--- src/hw/rtl/moving_and_exponential_average_filter_defines.svh ---
// ----------------------------------------------------------------------------
// Assertion macros
// Shared concurrent assertion forms for the averaging filter RTL.
// ----------------------------------------------------------------------------
`ifndef MOVING_AND_EXPONENTIAL_AVERAGE_FILTER_DEFINES_SVH
`define MOVING_AND_EXPONENTIAL_AVERAGE_FILTER_DEFINES_SVH

// Consequent must hold in the same cycle as the antecedent.
`define MAVG_ASSERT_NOW(label, clk, rst, ante, cons, msg) \
   label: assert property (@(posedge clk) disable iff (rst) (ante) |-> (cons)) \
      else $error(msg);

// Consequent must hold in the cycle after the antecedent.
`define MAVG_ASSERT_NEXT(label, clk, rst, ante, cons, msg) \
   label: assert property (@(posedge clk) disable iff (rst) (ante) |=> (cons)) \
      else $error(msg);

`endif

--- src/hw/rtl/mavg_pkg.sv ---
// ----------------------------------------------------------------------------
// mavg_pkg
// Types and fixed constants shared by the averaging filter modules.
// ----------------------------------------------------------------------------
`default_nettype none

package mavg_pkg;

   localparam int CHANNEL_W    = 2;
   localparam int TAG_W        = 32;
   localparam int WINDOW_REG_W = 7;
   localparam int ALPHA_W      = 16;
   localparam int CSR_INDEX_W  = 2;
   localparam int CSR_DATA_W   = 16;

   // Register indexes on the configuration port.
   localparam logic [CSR_INDEX_W-1:0] CSR_FILTER_MODE      = 2'd0;
   localparam logic [CSR_INDEX_W-1:0] CSR_WINDOW_LENGTH    = 2'd1;
   localparam logic [CSR_INDEX_W-1:0] CSR_SMOOTHING_WEIGHT = 2'd2;

   localparam logic FILTER_MODE_MA  = 1'b0;
   localparam logic FILTER_MODE_EMA = 1'b1;

   localparam logic [WINDOW_REG_W-1:0] WINDOW_RESET = 7'd20;
   localparam logic [ALPHA_W-1:0]      ALPHA_RESET  = 16'd4588;

   // 1.0 in unsigned Q1.16.
   localparam logic [ALPHA_W:0] ALPHA_ONE = 17'h10000;

   typedef struct packed {
      logic                    mode;
      logic [WINDOW_REG_W-1:0] window;
      logic [ALPHA_W-1:0]      alpha;
      logic                    clear;
   } cfg_type;

   typedef enum logic [2:0] {
      ENG_IDLE,
      ENG_UPDATE,
      ENG_DIVIDE,
      ENG_SIGN,
      ENG_BLEND,
      ENG_DONE
   } eng_state_type;

endpackage

`default_nettype wire

--- src/hw/rtl/moving_and_exponential_average_filter.sv ---
// ----------------------------------------------------------------------------
// moving_and_exponential_average_filter
// Multichannel moving-average / exponential smoothing filter, Q4.12 samples.
// ----------------------------------------------------------------------------
// Usage:
// Samples enter as beats on a queue-style port: a beat is taken on a rising
// edge where push is high and full is low. Each beat yields exactly one result
// beat, in order, on the result queue: data is valid while empty is low and is
// taken on an edge where pop is high. The csr_ port writes filter mode, window
// length and alpha; it is always ready. Writing mode or window clears the
// history of every channel, so write it only while the block is idle.
// In moving-average mode each item passes through the update, a bit-serial
// divide, a sign step and the result push; in exponential mode it passes
// through the update and a blend step, which use the shared multiplier once
// each, and then the result push. The engine works on one item at a time and
// takes the next input beat only after the result of the last one is pushed,
// so items are taken no faster than the engine finishes them. Two-
// entry queues on each side let the input accept beats and the engine finish
// a result while the receiver stalls; if both result entries are held, the
// engine waits and then the input fills. Synchronous reset restores mode 0,
// window 20, alpha 4588 and clears all channel history; the window memory
// needs no clearing pass.
// ----------------------------------------------------------------------------
`default_nettype none

module moving_and_exponential_average_filter #(
   parameter int CHANNELS    = 4,
   parameter int WINDOW_MAX  = 64,
   parameter int SAMPLE_BITS = 16
) (
   input  wire logic                             clock,
   input  wire logic                             reset,
   // configuration write channel
   input  wire logic                             csr_valid,
   output logic                                  csr_ready,
   input  wire logic [mavg_pkg::CSR_INDEX_W-1:0] csr_index,
   input  wire logic [mavg_pkg::CSR_DATA_W-1:0]  csr_wdata,
   // sample input beats
   input  wire logic                             push,
   output logic                                  full,
   input  wire logic [mavg_pkg::CHANNEL_W-1:0]   req_channel,
   input  wire logic signed [SAMPLE_BITS-1:0]    req_sample,
   input  wire logic [mavg_pkg::TAG_W-1:0]       req_time_tag,
   input  wire logic                             req_restart,
   // filtered result beats
   input  wire logic                             pop,
   output logic                                  empty,
   output logic      [mavg_pkg::CHANNEL_W-1:0]   rsp_out_channel,
   output logic signed [SAMPLE_BITS-1:0]         rsp_filtered,
   output logic      [mavg_pkg::TAG_W-1:0]       rsp_out_time_tag
);

   import mavg_pkg::*;

   localparam int CH_W = (CHANNELS > 1) ? $clog2(CHANNELS) : 1;

   cfg_type                       cfg;
   logic                          item_pop;
   logic                          item_empty;
   logic [CHANNEL_W-1:0]          item_channel;
   logic [CH_W-1:0]               item_idx;
   logic signed [SAMPLE_BITS-1:0] item_sample;
   logic [TAG_W-1:0]              item_tag;
   logic                          item_restart;

   // The front holds the registers, folds the channel number onto the
   // implemented channels and buffers input beats.
   mavg_front #(
      .CHANNELS    (CHANNELS),
      .SAMPLE_BITS (SAMPLE_BITS)
   ) u_front (
      .clock        (clock),
      .reset        (reset),
      .csr_valid    (csr_valid),
      .csr_ready    (csr_ready),
      .csr_index    (csr_index),
      .csr_wdata    (csr_wdata),
      .cfg          (cfg),
      .push         (push),
      .full         (full),
      .req_channel  (req_channel),
      .req_sample   (req_sample),
      .req_time_tag (req_time_tag),
      .req_restart  (req_restart),
      .item_pop     (item_pop),
      .item_empty   (item_empty),
      .item_channel (item_channel),
      .item_idx     (item_idx),
      .item_sample  (item_sample),
      .item_tag     (item_tag),
      .item_restart (item_restart)
   );

   // The engine keeps the per-channel history and the raw sample window,
   // computes one filtered value per item and queues the result.
   mavg_engine #(
      .CHANNELS    (CHANNELS),
      .WINDOW_MAX  (WINDOW_MAX),
      .SAMPLE_BITS (SAMPLE_BITS)
   ) u_engine (
      .clock            (clock),
      .reset            (reset),
      .cfg              (cfg),
      .item_pop         (item_pop),
      .item_empty       (item_empty),
      .item_channel     (item_channel),
      .item_idx         (item_idx),
      .item_sample      (item_sample),
      .item_tag         (item_tag),
      .item_restart     (item_restart),
      .pop              (pop),
      .empty            (empty),
      .rsp_out_channel  (rsp_out_channel),
      .rsp_filtered     (rsp_filtered),
      .rsp_out_time_tag (rsp_out_time_tag)
   );

endmodule

`default_nettype wire

--- src/hw/rtl/mavg_ram.sv ---
// ----------------------------------------------------------------------------
// mavg_ram
// Generic simple dual-port RAM with one write port and a registered read.
// ----------------------------------------------------------------------------
`default_nettype none

module mavg_ram #(
   parameter int WIDTH = 16,
   parameter int DEPTH = 256,
   localparam int ADDR_W = (DEPTH > 1) ? $clog2(DEPTH) : 1
) (
   input  wire logic              clock,
   input  wire logic              we,
   input  wire logic [ADDR_W-1:0] waddr,
   input  wire logic [WIDTH-1:0]  wdata,
   input  wire logic [ADDR_W-1:0] raddr,
   output logic      [WIDTH-1:0]  rdata
);

   logic [WIDTH-1:0] mem_ff [DEPTH];
   logic [WIDTH-1:0] rdata_ff;

   always_ff @(posedge clock) begin
      if (we) begin
         mem_ff[waddr] <= wdata;
      end
      rdata_ff <= mem_ff[raddr];
   end

   assign rdata = rdata_ff;

endmodule

`default_nettype wire

--- src/hw/rtl/mavg_fifo.sv ---
// ----------------------------------------------------------------------------
// mavg_fifo
// Two-entry queue used as the decoupling stage on both channels.
// ----------------------------------------------------------------------------
`default_nettype none

module mavg_fifo #(
   parameter int WIDTH = 8
) (
   input  wire logic             clock,
   input  wire logic             reset,
   input  wire logic             push,
   input  wire logic [WIDTH-1:0] wdata,
   output logic                  full,
   input  wire logic             pop,
   output logic      [WIDTH-1:0] rdata,
   output logic                  empty
);

   logic [WIDTH-1:0] mem_ff [2];
   logic             wr_ptr_ff, wr_ptr_in;
   logic             rd_ptr_ff, rd_ptr_in;
   logic [1:0]       count_ff, count_in;
   logic             do_push, do_pop;

   assign full    = (count_ff == 2'd2);
   assign empty   = (count_ff == 2'd0);
   assign do_push = push && !full;
   assign do_pop  = pop && !empty;
   assign rdata   = mem_ff[rd_ptr_ff];

   always_comb begin
      wr_ptr_in = do_push ? !wr_ptr_ff : wr_ptr_ff;
      rd_ptr_in = do_pop ? !rd_ptr_ff : rd_ptr_ff;
      count_in  = count_ff;
      if (do_push && !do_pop) begin
         count_in = count_ff + 2'd1;
      end else if (do_pop && !do_push) begin
         count_in = count_ff - 2'd1;
      end
   end

   always_ff @(posedge clock) begin
      if (reset) begin
         wr_ptr_ff <= 1'b0;
         rd_ptr_ff <= 1'b0;
         count_ff  <= 2'd0;
      end else begin
         wr_ptr_ff <= wr_ptr_in;
         rd_ptr_ff <= rd_ptr_in;
         count_ff  <= count_in;
      end
   end

   always_ff @(posedge clock) begin
      if (do_push) begin
         mem_ff[wr_ptr_ff] <= wdata;
      end
   end

endmodule

`default_nettype wire

--- src/hw/rtl/mavg_front.sv ---
// ----------------------------------------------------------------------------
// mavg_front
// Configuration registers, channel classification and the input queue.
// ----------------------------------------------------------------------------
`default_nettype none

module mavg_front #(
   parameter int CHANNELS    = 4,
   parameter int SAMPLE_BITS = 16,
   localparam int CH_W = (CHANNELS > 1) ? $clog2(CHANNELS) : 1
) (
   input  wire logic                             clock,
   input  wire logic                             reset,
   // configuration port
   input  wire logic                             csr_valid,
   output logic                                  csr_ready,
   input  wire logic [mavg_pkg::CSR_INDEX_W-1:0] csr_index,
   input  wire logic [mavg_pkg::CSR_DATA_W-1:0]  csr_wdata,
   output mavg_pkg::cfg_type                     cfg,
   // input channel
   input  wire logic                             push,
   output logic                                  full,
   input  wire logic [mavg_pkg::CHANNEL_W-1:0]   req_channel,
   input  wire logic signed [SAMPLE_BITS-1:0]    req_sample,
   input  wire logic [mavg_pkg::TAG_W-1:0]       req_time_tag,
   input  wire logic                             req_restart,
   // classified items toward the engine
   input  wire logic                             item_pop,
   output logic                                  item_empty,
   output logic      [mavg_pkg::CHANNEL_W-1:0]   item_channel,
   output logic      [CH_W-1:0]                  item_idx,
   output logic signed [SAMPLE_BITS-1:0]         item_sample,
   output logic      [mavg_pkg::TAG_W-1:0]       item_tag,
   output logic                                  item_restart
);

   import mavg_pkg::*;

   localparam int ITEM_W = CHANNEL_W + CH_W + SAMPLE_BITS + TAG_W + 1;

   logic                    mode_ff, mode_in;
   logic [WINDOW_REG_W-1:0] window_ff, window_in;
   logic [ALPHA_W-1:0]      alpha_ff, alpha_in;
   logic                    clear;
   logic [4:0]              ch_fold;
   logic [ITEM_W-1:0]       item_wdata, item_rdata;

   assign csr_ready = 1'b1;

   always_comb begin
      mode_in   = mode_ff;
      window_in = window_ff;
      alpha_in  = alpha_ff;
      clear     = 1'b0;
      if (csr_valid) begin
         unique case (csr_index)
            CSR_FILTER_MODE: begin
               mode_in = csr_wdata[0];
               clear   = 1'b1;
            end
            CSR_WINDOW_LENGTH: begin
               window_in = csr_wdata[WINDOW_REG_W-1:0];
               clear     = 1'b1;
            end
            CSR_SMOOTHING_WEIGHT: begin
               alpha_in = csr_wdata[ALPHA_W-1:0];
            end
            default: begin
            end
         endcase
      end
   end

   always_ff @(posedge clock) begin
      if (reset) begin
         mode_ff   <= FILTER_MODE_MA;
         window_ff <= WINDOW_RESET;
         alpha_ff  <= ALPHA_RESET;
      end else begin
         mode_ff   <= mode_in;
         window_ff <= window_in;
         alpha_ff  <= alpha_in;
      end
   end

   assign cfg.mode   = mode_ff;
   assign cfg.window = window_ff;
   assign cfg.alpha  = alpha_ff;
   assign cfg.clear  = clear;

   // Fold the channel number onto the implemented channels.
   always_comb begin
      ch_fold = {3'b000, req_channel};
      for (int i = 0; i < 3; i++) begin
         if (ch_fold >= 5'(CHANNELS)) begin
            ch_fold = ch_fold - 5'(CHANNELS);
         end
      end
   end

   assign item_wdata = {req_channel, ch_fold[CH_W-1:0], req_sample, req_time_tag, req_restart};

   mavg_fifo #(
      .WIDTH (ITEM_W)
   ) u_item_queue (
      .clock (clock),
      .reset (reset),
      .push  (push),
      .wdata (item_wdata),
      .full  (full),
      .pop   (item_pop),
      .rdata (item_rdata),
      .empty (item_empty)
   );

   assign {item_channel, item_idx, item_sample, item_tag, item_restart} = item_rdata;

endmodule

`default_nettype wire

--- src/hw/rtl/mavg_engine.sv ---
// ----------------------------------------------------------------------------
// mavg_engine
// Per-channel filter state, window memory, divider, blend and result queue.
// ----------------------------------------------------------------------------
`default_nettype none
`include "moving_and_exponential_average_filter_defines.svh"

module mavg_engine #(
   parameter int CHANNELS    = 4,
   parameter int WINDOW_MAX  = 64,
   parameter int SAMPLE_BITS = 16,
   localparam int CH_W = (CHANNELS > 1) ? $clog2(CHANNELS) : 1
) (
   input  wire logic                           clock,
   input  wire logic                           reset,
   input  wire mavg_pkg::cfg_type              cfg,
   // classified items from the front
   output logic                                item_pop,
   input  wire logic                           item_empty,
   input  wire logic [mavg_pkg::CHANNEL_W-1:0] item_channel,
   input  wire logic [CH_W-1:0]                item_idx,
   input  wire logic signed [SAMPLE_BITS-1:0]  item_sample,
   input  wire logic [mavg_pkg::TAG_W-1:0]     item_tag,
   input  wire logic                           item_restart,
   // result channel
   input  wire logic                           pop,
   output logic                                empty,
   output logic      [mavg_pkg::CHANNEL_W-1:0] rsp_out_channel,
   output logic signed [SAMPLE_BITS-1:0]       rsp_filtered,
   output logic      [mavg_pkg::TAG_W-1:0]     rsp_out_time_tag
);

   import mavg_pkg::*;

   localparam int WP_W    = (WINDOW_MAX > 1) ? $clog2(WINDOW_MAX) : 1;
   localparam int CNT_W   = $clog2(WINDOW_MAX + 1);
   localparam int OW      = CNT_W + 1;
   localparam int CMP_W   = (CNT_W > WINDOW_REG_W) ? CNT_W : WINDOW_REG_W;
   localparam int SUM_W   = SAMPLE_BITS + WP_W;
   localparam int DC_W    = $clog2(SUM_W);
   localparam int ACC_W   = SAMPLE_BITS + 18;
   localparam int RAM_AW  = CH_W + WP_W;
   localparam int RES_W   = CHANNEL_W + SAMPLE_BITS + TAG_W;

   eng_state_type state_ff, state_in;

   // per-channel history
   logic signed [SUM_W-1:0]       sum_ff  [CHANNELS];
   logic        [CNT_W-1:0]       cnt_ff  [CHANNELS];
   logic signed [SAMPLE_BITS-1:0] last_ff [CHANNELS];
   logic        [WP_W-1:0]        wp_ff   [CHANNELS];

   // item being worked on
   logic [CHANNEL_W-1:0]          work_ch_ff;
   logic [CH_W-1:0]               work_idx_ff;
   logic signed [SAMPLE_BITS-1:0] work_x_ff;
   logic [TAG_W-1:0]              work_tag_ff;
   logic signed [SUM_W-1:0]       work_sum_ff;
   logic [CNT_W-1:0]              work_cnt_ff;
   logic [WP_W-1:0]               work_wp_ff;
   logic signed [SAMPLE_BITS-1:0] work_prev_ff;

   // divider and blend
   logic [SUM_W-1:0]              quo_ff;
   logic [CNT_W-1:0]              rem_ff;
   logic [CNT_W-1:0]              divisor_ff;
   logic                          div_neg_ff;
   logic [DC_W-1:0]               div_cnt_ff;
   logic signed [ACC_W-1:0]       acc_ff;
   logic signed [SAMPLE_BITS-1:0] res_ff;

   logic                          ram_we;
   logic [RAM_AW-1:0]             ram_raddr;
   logic [SAMPLE_BITS-1:0]        ram_rdata;
   logic                          out_push;
   logic                          out_full;
   logic [RES_W-1:0]              out_rdata;

   logic [CMP_W-1:0]              win_cmp;
   logic [CNT_W-1:0]              eff_win;
   logic [WP_W-1:0]               cur_wp;
   logic [OW-1:0]                 wp_ext, win_ext, old_ext;
   logic                          full_win;
   logic signed [SAMPLE_BITS-1:0] old_val;
   logic signed [SUM_W-1:0]       new_sum;
   logic [SUM_W-1:0]              sum_abs;
   logic [CNT_W-1:0]              new_cnt;
   logic [WP_W-1:0]               new_wp;
   logic [OW-1:0]                 div_shift;
   logic [OW:0]                   div_trial;
   logic                          div_bit;
   logic [SUM_W-1:0]              quo_neg;
   logic signed [17:0]            mul_a;
   logic signed [SAMPLE_BITS-1:0] mul_b;
   logic signed [ACC_W-1:0]       mul_p;
   logic signed [ACC_W-1:0]       blend_sum;

   // Window length zero acts as one, beyond the memory as the memory size.
   always_comb begin
      win_cmp = CMP_W'(cfg.window);
      if (win_cmp == '0) begin
         eff_win = CNT_W'(1);
      end else if (win_cmp > CMP_W'(WINDOW_MAX)) begin
         eff_win = CNT_W'(WINDOW_MAX);
      end else begin
         eff_win = win_cmp[CNT_W-1:0];
      end
   end

   // Oldest window slot of the incoming item, read while it is captured.
   always_comb begin
      cur_wp  = item_restart ? '0 : wp_ff[item_idx];
      wp_ext  = OW'(cur_wp);
      win_ext = OW'(eff_win);
      if (wp_ext >= win_ext) begin
         old_ext = wp_ext - win_ext;
      end else begin
         old_ext = wp_ext + OW'(WINDOW_MAX) - win_ext;
      end
      ram_raddr = {item_idx, old_ext[WP_W-1:0]};
   end

   // Moving-average update of the captured item.
   always_comb begin
      full_win = (work_cnt_ff >= eff_win);
      old_val  = full_win ? $signed(ram_rdata) : '0;
      new_sum  = work_sum_ff - SUM_W'(old_val) + SUM_W'(work_x_ff);
      new_cnt  = full_win ? eff_win : work_cnt_ff + CNT_W'(1);
      new_wp   = (work_wp_ff == WP_W'(WINDOW_MAX - 1)) ? '0 : work_wp_ff + WP_W'(1);
      sum_abs  = new_sum[SUM_W-1] ? -new_sum : new_sum;
   end

   // One quotient bit per cycle, restoring.
   always_comb begin
      div_shift = {rem_ff, quo_ff[SUM_W-1]};
      div_trial = {1'b0, div_shift} - {2'b00, divisor_ff};
      div_bit   = !div_trial[OW];
      quo_neg   = -quo_ff;
   end

   // Shared multiplier: alpha times sample, then one minus alpha times history.
   always_comb begin
      if (state_ff == ENG_BLEND) begin
         mul_a = $signed({1'b0, ALPHA_ONE - {1'b0, cfg.alpha}});
         mul_b = work_prev_ff;
      end else begin
         mul_a = $signed({2'b00, cfg.alpha});
         mul_b = work_x_ff;
      end
      mul_p     = ACC_W'(mul_a * mul_b);
      blend_sum = acc_ff + mul_p;
   end

   // next state
   always_comb begin
      state_in = state_ff;
      unique case (state_ff)
         ENG_IDLE: begin
            if (!item_empty) state_in = ENG_UPDATE;
         end
         ENG_UPDATE: begin
            state_in = (cfg.mode == FILTER_MODE_EMA) ? ENG_BLEND : ENG_DIVIDE;
         end
         ENG_DIVIDE: begin
            if (div_cnt_ff == '0) state_in = ENG_SIGN;
         end
         ENG_SIGN:  state_in = ENG_DONE;
         ENG_BLEND: state_in = ENG_DONE;
         ENG_DONE: begin
            if (!out_full) state_in = ENG_IDLE;
         end
         default: state_in = ENG_IDLE;
      endcase
   end

   // state outputs
   always_comb begin
      item_pop = 1'b0;
      ram_we   = 1'b0;
      out_push = 1'b0;
      unique case (state_ff)
         ENG_IDLE:   item_pop = !item_empty;
         ENG_UPDATE: ram_we   = (cfg.mode == FILTER_MODE_MA);
         ENG_DONE:   out_push = !out_full;
         default: begin
         end
      endcase
   end

   always_ff @(posedge clock) begin
      if (reset) begin
         state_ff <= ENG_IDLE;
      end else begin
         state_ff <= state_in;
      end
   end

   // Channel history: cleared by reset and by a mode or window write.
   always_ff @(posedge clock) begin
      if (reset || cfg.clear) begin
         for (int c = 0; c < CHANNELS; c++) begin
            sum_ff[c]  <= '0;
            cnt_ff[c]  <= '0;
            last_ff[c] <= '0;
            wp_ff[c]   <= '0;
         end
      end else begin
         unique case (state_ff)
            ENG_UPDATE: begin
               if (cfg.mode == FILTER_MODE_MA) begin
                  sum_ff[work_idx_ff] <= new_sum;
                  cnt_ff[work_idx_ff] <= new_cnt;
                  wp_ff[work_idx_ff]  <= new_wp;
               end else begin
                  sum_ff[work_idx_ff] <= work_sum_ff;
                  cnt_ff[work_idx_ff] <= CNT_W'(1);
                  wp_ff[work_idx_ff]  <= work_wp_ff;
               end
            end
            ENG_SIGN: begin
               last_ff[work_idx_ff] <= div_neg_ff ? quo_neg[SAMPLE_BITS-1:0]
                                                  : quo_ff[SAMPLE_BITS-1:0];
            end
            ENG_BLEND: begin
               last_ff[work_idx_ff] <= blend_sum[SAMPLE_BITS+15:16];
            end
            default: begin
            end
         endcase
      end
   end

   always_ff @(posedge clock) begin
      if (reset) begin
         div_cnt_ff <= '0;
      end else if (state_ff == ENG_UPDATE) begin
         div_cnt_ff <= DC_W'(SUM_W - 1);
      end else if (state_ff == ENG_DIVIDE) begin
         div_cnt_ff <= div_cnt_ff - DC_W'(1);
      end
   end

   // work registers
   always_ff @(posedge clock) begin
      if (item_pop) begin
         work_ch_ff   <= item_channel;
         work_idx_ff  <= item_idx;
         work_x_ff    <= item_sample;
         work_tag_ff  <= item_tag;
         work_sum_ff  <= item_restart ? '0 : sum_ff[item_idx];
         work_cnt_ff  <= item_restart ? '0 : cnt_ff[item_idx];
         work_wp_ff   <= cur_wp;
         work_prev_ff <= item_restart ? '0 : last_ff[item_idx];
      end
      unique case (state_ff)
         ENG_UPDATE: begin
            quo_ff     <= sum_abs;
            rem_ff     <= '0;
            divisor_ff <= new_cnt;
            div_neg_ff <= new_sum[SUM_W-1];
            acc_ff     <= mul_p;
         end
         ENG_DIVIDE: begin
            rem_ff <= div_bit ? div_trial[CNT_W-1:0] : div_shift[CNT_W-1:0];
            quo_ff <= {quo_ff[SUM_W-2:0], div_bit};
         end
         ENG_SIGN: begin
            res_ff <= div_neg_ff ? quo_neg[SAMPLE_BITS-1:0] : quo_ff[SAMPLE_BITS-1:0];
         end
         ENG_BLEND: begin
            res_ff <= blend_sum[SAMPLE_BITS+15:16];
         end
         default: begin
         end
      endcase
   end

   mavg_ram #(
      .WIDTH (SAMPLE_BITS),
      .DEPTH (1 << RAM_AW)
   ) u_window_ram (
      .clock (clock),
      .we    (ram_we),
      .waddr ({work_idx_ff, work_wp_ff}),
      .wdata (work_x_ff),
      .raddr (ram_raddr),
      .rdata (ram_rdata)
   );

   mavg_fifo #(
      .WIDTH (RES_W)
   ) u_result_queue (
      .clock (clock),
      .reset (reset),
      .push  (out_push),
      .wdata ({work_ch_ff, res_ff, work_tag_ff}),
      .full  (out_full),
      .pop   (pop),
      .rdata (out_rdata),
      .empty (empty)
   );

   assign {rsp_out_channel, rsp_filtered, rsp_out_time_tag} = out_rdata;

   `MAVG_ASSERT_NEXT(a_pop_starts_update, clock, reset, item_pop, state_ff == ENG_UPDATE, "item taken but engine did not start")
   `MAVG_ASSERT_NOW(a_push_has_room, clock, reset, out_push, !out_full, "result pushed into a full queue")
   `MAVG_ASSERT_NOW(a_divisor_nonzero, clock, reset, state_ff == ENG_DIVIDE, divisor_ff != '0, "divide by zero count")
   `MAVG_ASSERT_NEXT(a_count_in_window, clock, reset, (state_ff == ENG_UPDATE) && (cfg.mode == FILTER_MODE_MA), cnt_ff[work_idx_ff] <= eff_win, "sample count beyond window")

endmodule

`default_nettype wire
--- config.mk ---
export PLATFORM = sky130hd
export DESIGN_NAME = moving_and_exponential_average_filter
export DESIGN_NICKNAME = d
export VERILOG_FILES = /design/src/hw/rtl/mavg_pkg.sv /design/src/hw/rtl/moving_and_exponential_average_filter.sv /design/src/hw/rtl/mavg_ram.sv /design/src/hw/rtl/mavg_fifo.sv /design/src/hw/rtl/mavg_front.sv /design/src/hw/rtl/mavg_engine.sv
export VERILOG_INCLUDE_DIRS = /design/src /design/src/hw/rtl
export SDC_FILE = /design/constraint.sdc
export NUM_CORES = 2
export LEC_CHECK = 0
export BUFFER_PORTS_ARGS = -buffer_cell sky130_fd_sc_hd__buf_2
export CAP_MARGIN = 25
export CORE_ASPECT_RATIO = 1.1
export CORE_MARGIN = 8
export CORE_UTILIZATION = 50
export DETAILED_ROUTE_END_ITERATION = 6
export GPL_ROUTABILITY_DRIVEN = 0
export HOLD_SLACK_MARGIN = 0.12
export PLACE_DENSITY = 0.65
export SLEW_MARGIN = 20
export SYNTH_ARGS = -nofsm -noshare
export SYNTH_HDL_FRONTEND = slang
export SYNTH_HIERARCHICAL = 1
export SYNTH_MEMORY_MAX_BITS = 65536
export SYNTH_SLANG_ARGS = --single-unit
--- constraint.sdc ---
create_clock -name clock -period 16.2 [get_ports clock]
set_input_delay 1.62 -clock clock [delete_from_list [all_inputs] [get_ports clock]]
set_output_delay 1.62 -clock clock [all_outputs]
set_load 0.02 [all_outputs]
==> results.sh <==
export IMPL_io_buffers=125
export IMPL_finalSetupViolCount=0
export IMPL_status="finished with violations"
export IMPL_antenna_found_initial=39
export IMPL_yosys_warnings=6
export IMPL_drive_above_1_share_pct=21.1
export IMPL_synth_edf_count=4694
export IMPL_num_vias=104000
export IMPL_synth_cell_area_um2=197000
export IMPL_hold_class="flip-flop to flip-flop"
export IMPL_synthAdderAreaFrac_pct=3.57
export IMPL_initial_utilization_pct=50.1
export IMPL_worstPathMaxFanout=9
export IMPL_fill_cells=29400
export IMPL_worstReg2RegStart="u_front/alpha_ff[5]$_SDFFE_PP1P_"
export IMPL_grt_ovfl_total=0
export IMPL_slowest_delay_ns=0.70
export IMPL_grt_max_degree=204
export IMPL_violations="design-rule violations"
export IMPL_critPathLaunchType="flip-flop"
export IMPL_synth_top_family_by_area="multiplexers"
export IMPL_worstRegToRegCells=35
export IMPL_worst_slew_pin_slew_ns=1.32
export IMPL_grt_pass1_vias=104000
export IMPL_cts_tree="built"
export IMPL_end_kind="flip-flop"
export IMPL_postRouteAntennaNets=0
export IMPL_finalSetupTns_ns=0
export IMPL_post_cts_buffers=0
export IMPL_synth_xor_area_share_pct=0.710
export IMPL_drc_errors=2
export IMPL_finClkSkew_ns=0.0780
export IMPL_die_area_um2=415000
export IMPL_reg2reg_setup_slack_ns=5.78
export IMPL_worstHoldStart="u_engine/work_tag_ff[17]$_DFFE_PP_"
export IMPL_cp_arrival_ns=11.13
export IMPL_die_x_um=615
export IMPL_synth_mux_area_share_pct=13.9
export IMPL_place_hpwl_mm=323
export IMPL_rsz0062_at_grt="false"
export IMPL_firstDrtPassIters=7
export IMPL_whs_endpoint="u_engine/u_result_queue/mem_ff[0][17]$_DFFE_PP_"
export IMPL_synth_fp_nets=11100
export IMPL_ys_types=103
export IMPL_totalWireLength_mm=522
export IMPL_synth_simple_gate_area_share_pct=3.40
export IMPL_dr_wl_met2_mm=252
export IMPL_die_y_um=675
export IMPL_clkTransAtPathRegs_ns=0.06
export IMPL_h_tree_depth=5
export IMPL_min_period_over_period_pct=64.3
export IMPL_post_cts_resized=0
export IMPL_vias_per_cell=6.24
export IMPL_synth_ff_type="edfxtp_1"
export IMPL_hold_viol=0
export IMPL_gr_usage_all_layers_pct=24.7
export IMPL_ios=127
export IMPL_wl_met3_mm=45.6
export IMPL_cp_slowest_cell="xnor2_1"
export IMPL_drtIter0Drc=12600
export IMPL_ys_seq_elements=4752
export IMPL_core_um2=394000
export IMPL_highest_layer="met5"
export IMPL_num_rows=242
export IMPL_crit_top_cell="fa_1"
export IMPL_worstPathRequired_ns=16.91
export IMPL_slew_viol_final=0
export IMPL_clock_latency_ns=1.01
export IMPL_syn_avg_cell_area_um2=18.6
export IMPL_holdPathStages=0
export IMPL_synthArstFlopShare_pct=0
export IMPL_r2r_end="u_engine/last_ff[1][14]$_SDFFCE_PN0P_"
export IMPL_clock_sinks=4752
export IMPL_synthToLayoutAreaGrowth_pct=11.7
export IMPL_syn_inst=10600
export IMPL_grt_first_pass_wirelength_mm=748
export IMPL_root_buffer="clkbuf_16"
export IMPL_period_minus_slack_ns=10.42
export IMPL_synth_compound_area_share_pct=3.94
export IMPL_cap_violations=0
export IMPL_met1_length_mm=200
export IMPL_cts_made_buffers=451
export IMPL_max_freq_mhz=96.0
export IMPL_path_class="flip-flop to flip-flop"
export IMPL_layout_nets=11600
export IMPL_slew_headroom_pct=11.8
export IMPL_synth_seq_area_share_pct=72.0
export IMPL_clockBufferDepth=4
export IMPL_detail_route_wl_per_cell_um=31.2
export IMPL_cts_hold_buf=0
## layout by cell type (no fill, tap or decap), types with 129 or more instances in the layout
master     instances
fa_1             231
mux2i_1          602
buf_2            129
inv_1            435
a21oi_1          277
nor2_1           680
o22ai_1          148
nand2_1          274
buf_4            399
edfxtp_1        4694
mux4_2           846
o221ai_1         253
mux2_2           195
clkbuf_16        459
ha_1             194
## synth_stat cells, types with 11 or more instances
library cell	n	share of area, %
and2_1	28	0.089
o21ai_1	16	0.041
buf_2	91	0.23
o22ai_1	148	0.47
buf_6	80	0.46
mux4_2	846	9.7
a31oi_1	15	0.048
a211oi_1	28	0.11
o32ai_1	20	0.089
buf_8	11	0.084
a221oi_1	29	0.13
mux2i_1	602	3.1
ha_1	194	1.2
a22oi_1	43	0.16
nor3_1	118	0.30
xnor2_1	92	0.41
o31ai_1	26	0.099
clkbuf_1	313	0.60
a22o_1	33	0.15
edfxtp_1	4694	71
mux2_2	197	1.1
nand2_1	275	0.52
inv_1	442	0.84
nor2b_1	75	0.24
nand3_1	52	0.13
nor2_1	740	1.4
buf_4	31	0.12
nand2b_1	53	0.17
or2_2	13	0.041
o21ai_0	105	0.27
buf_1	34	0.065
xor2_1	62	0.28
dfxtp_1	58	0.59
o221ai_1	253	1.1
nand4_1	34	0.11
or3_1	13	0.041
a21o_1	50	0.19
and3_1	21	0.067
nor4_1	25	0.079
a21oi_1	277	0.70
fa_1	231	2.3
## metrics by stage
stage	cells	hold slack, ns	setup slack (ns)	utilization [%]	area [µm²]
global route	16700	0.454	5.08	56.0	220000
CTS	16700	0.442	5.69	55.9	220000
finish	16700	0.445	5.78	56.0	220000
floorplan	10600	0.421	2.73	-	197000
detailed placement	15900	0.431	5.73	52.2	206000
global placement	15800	0.422	5.69	52.1	205000
## layer usage
layer | vias up | GRT usage (%)
li1 | 43200 | -
met1 | 54800 | 33.2
met2 | 5412 | 40.4
met3 | 925 | 4.06
met4 | 14 | 10.2
met5 | - | 0
## flip-flops by register name, summed over array words and instances (netlist names), 16 cells and up, named ones only
register                        flops
u_engine/work_x_ff                 16
u_engine/u_result_queue/mem_ff    100
u_engine/wp_ff                     24
u_engine/sum_ff                    88
u_engine/acc_ff                    32
u_engine/work_sum_ff               22
u_engine/quo_ff                    22
u_engine/u_window_ram/rdata        16
u_engine/work_tag_ff               32
u_engine/cnt_ff                    28
u_engine/last_ff                   64
u_engine/work_prev_ff              16
u_engine/res_ff                    16
u_front/u_item_queue/mem_ff       106
u_engine/u_window_ram/mem_ff     4096
u_front/alpha_ff                   16
## how the worst max path moves through the flow
stage,startpoint,to
2_1_floorplan,u_engine/state_ff[1]$_SDFFE_PP0P_,u_front/u_item_queue/count_ff[1]$_SDFFE_PP0P_
3_3_place_gp,u_front/alpha_ff[0]$_SDFFE_PP0P_,u_engine/last_ff[0][14]$_SDFFCE_PN0P_
3_5_place_dp,u_front/alpha_ff[0]$_SDFFE_PP0P_,u_engine/last_ff[1][14]$_SDFFCE_PN0P_
4_1_cts,u_front/alpha_ff[0]$_SDFFE_PP0P_,u_engine/last_ff[1][14]$_SDFFCE_PN0P_
5_1_grt,u_front/alpha_ff[0]$_SDFFE_PP0P_,u_engine/last_ff[1][14]$_SDFFCE_PN0P_
6_report,u_front/alpha_ff[5]$_SDFFE_PP1P_,u_engine/last_ff[1][14]$_SDFFCE_PN0P_
## area by class of cell
cell class	count	area (µm²)	share of cell area, %
sequential	4752	142000	64.5
tap	5246	6560	2.98
antenna	16	40.0	0.0182
inverter	443	1690	0.767
multi-input combinational	4845	50700	23.0
clock inverter	270	2660	1.21
timing repair buffer	589	4680	2.12
clock buffer	563	12000	5.43
## worst max-delay path: cells and delay by family (launching register included)
kind                       cells  cell delay [ns]
DFF                            1             0.39
adders and majority gates      8             3.79
AOI/OAI and AO/OA             11             2.54
buffers and inverters          4             0.21
and+or+nand+nor               10             2.31
xor gates and xnor gates       2             0.94
## kinds of logic (layout without fill, tap and decap cells)
kind of cell | count (synthesis) | in the layout
buf+inv | 1012 | 1865
mux | 1650 | 1650
simple gates | 1492 | 1492
fa+ha+maj | 425 | 425
compound gates | 1121 | 1121
flops | 4752 | 4752
xor+xnor | 156 | 156
other cells | 1 | 17
Power is left out: the tool's default activity adds up to more than one toggle a clock period on the data nets, which glitch-free logic cannot reach.
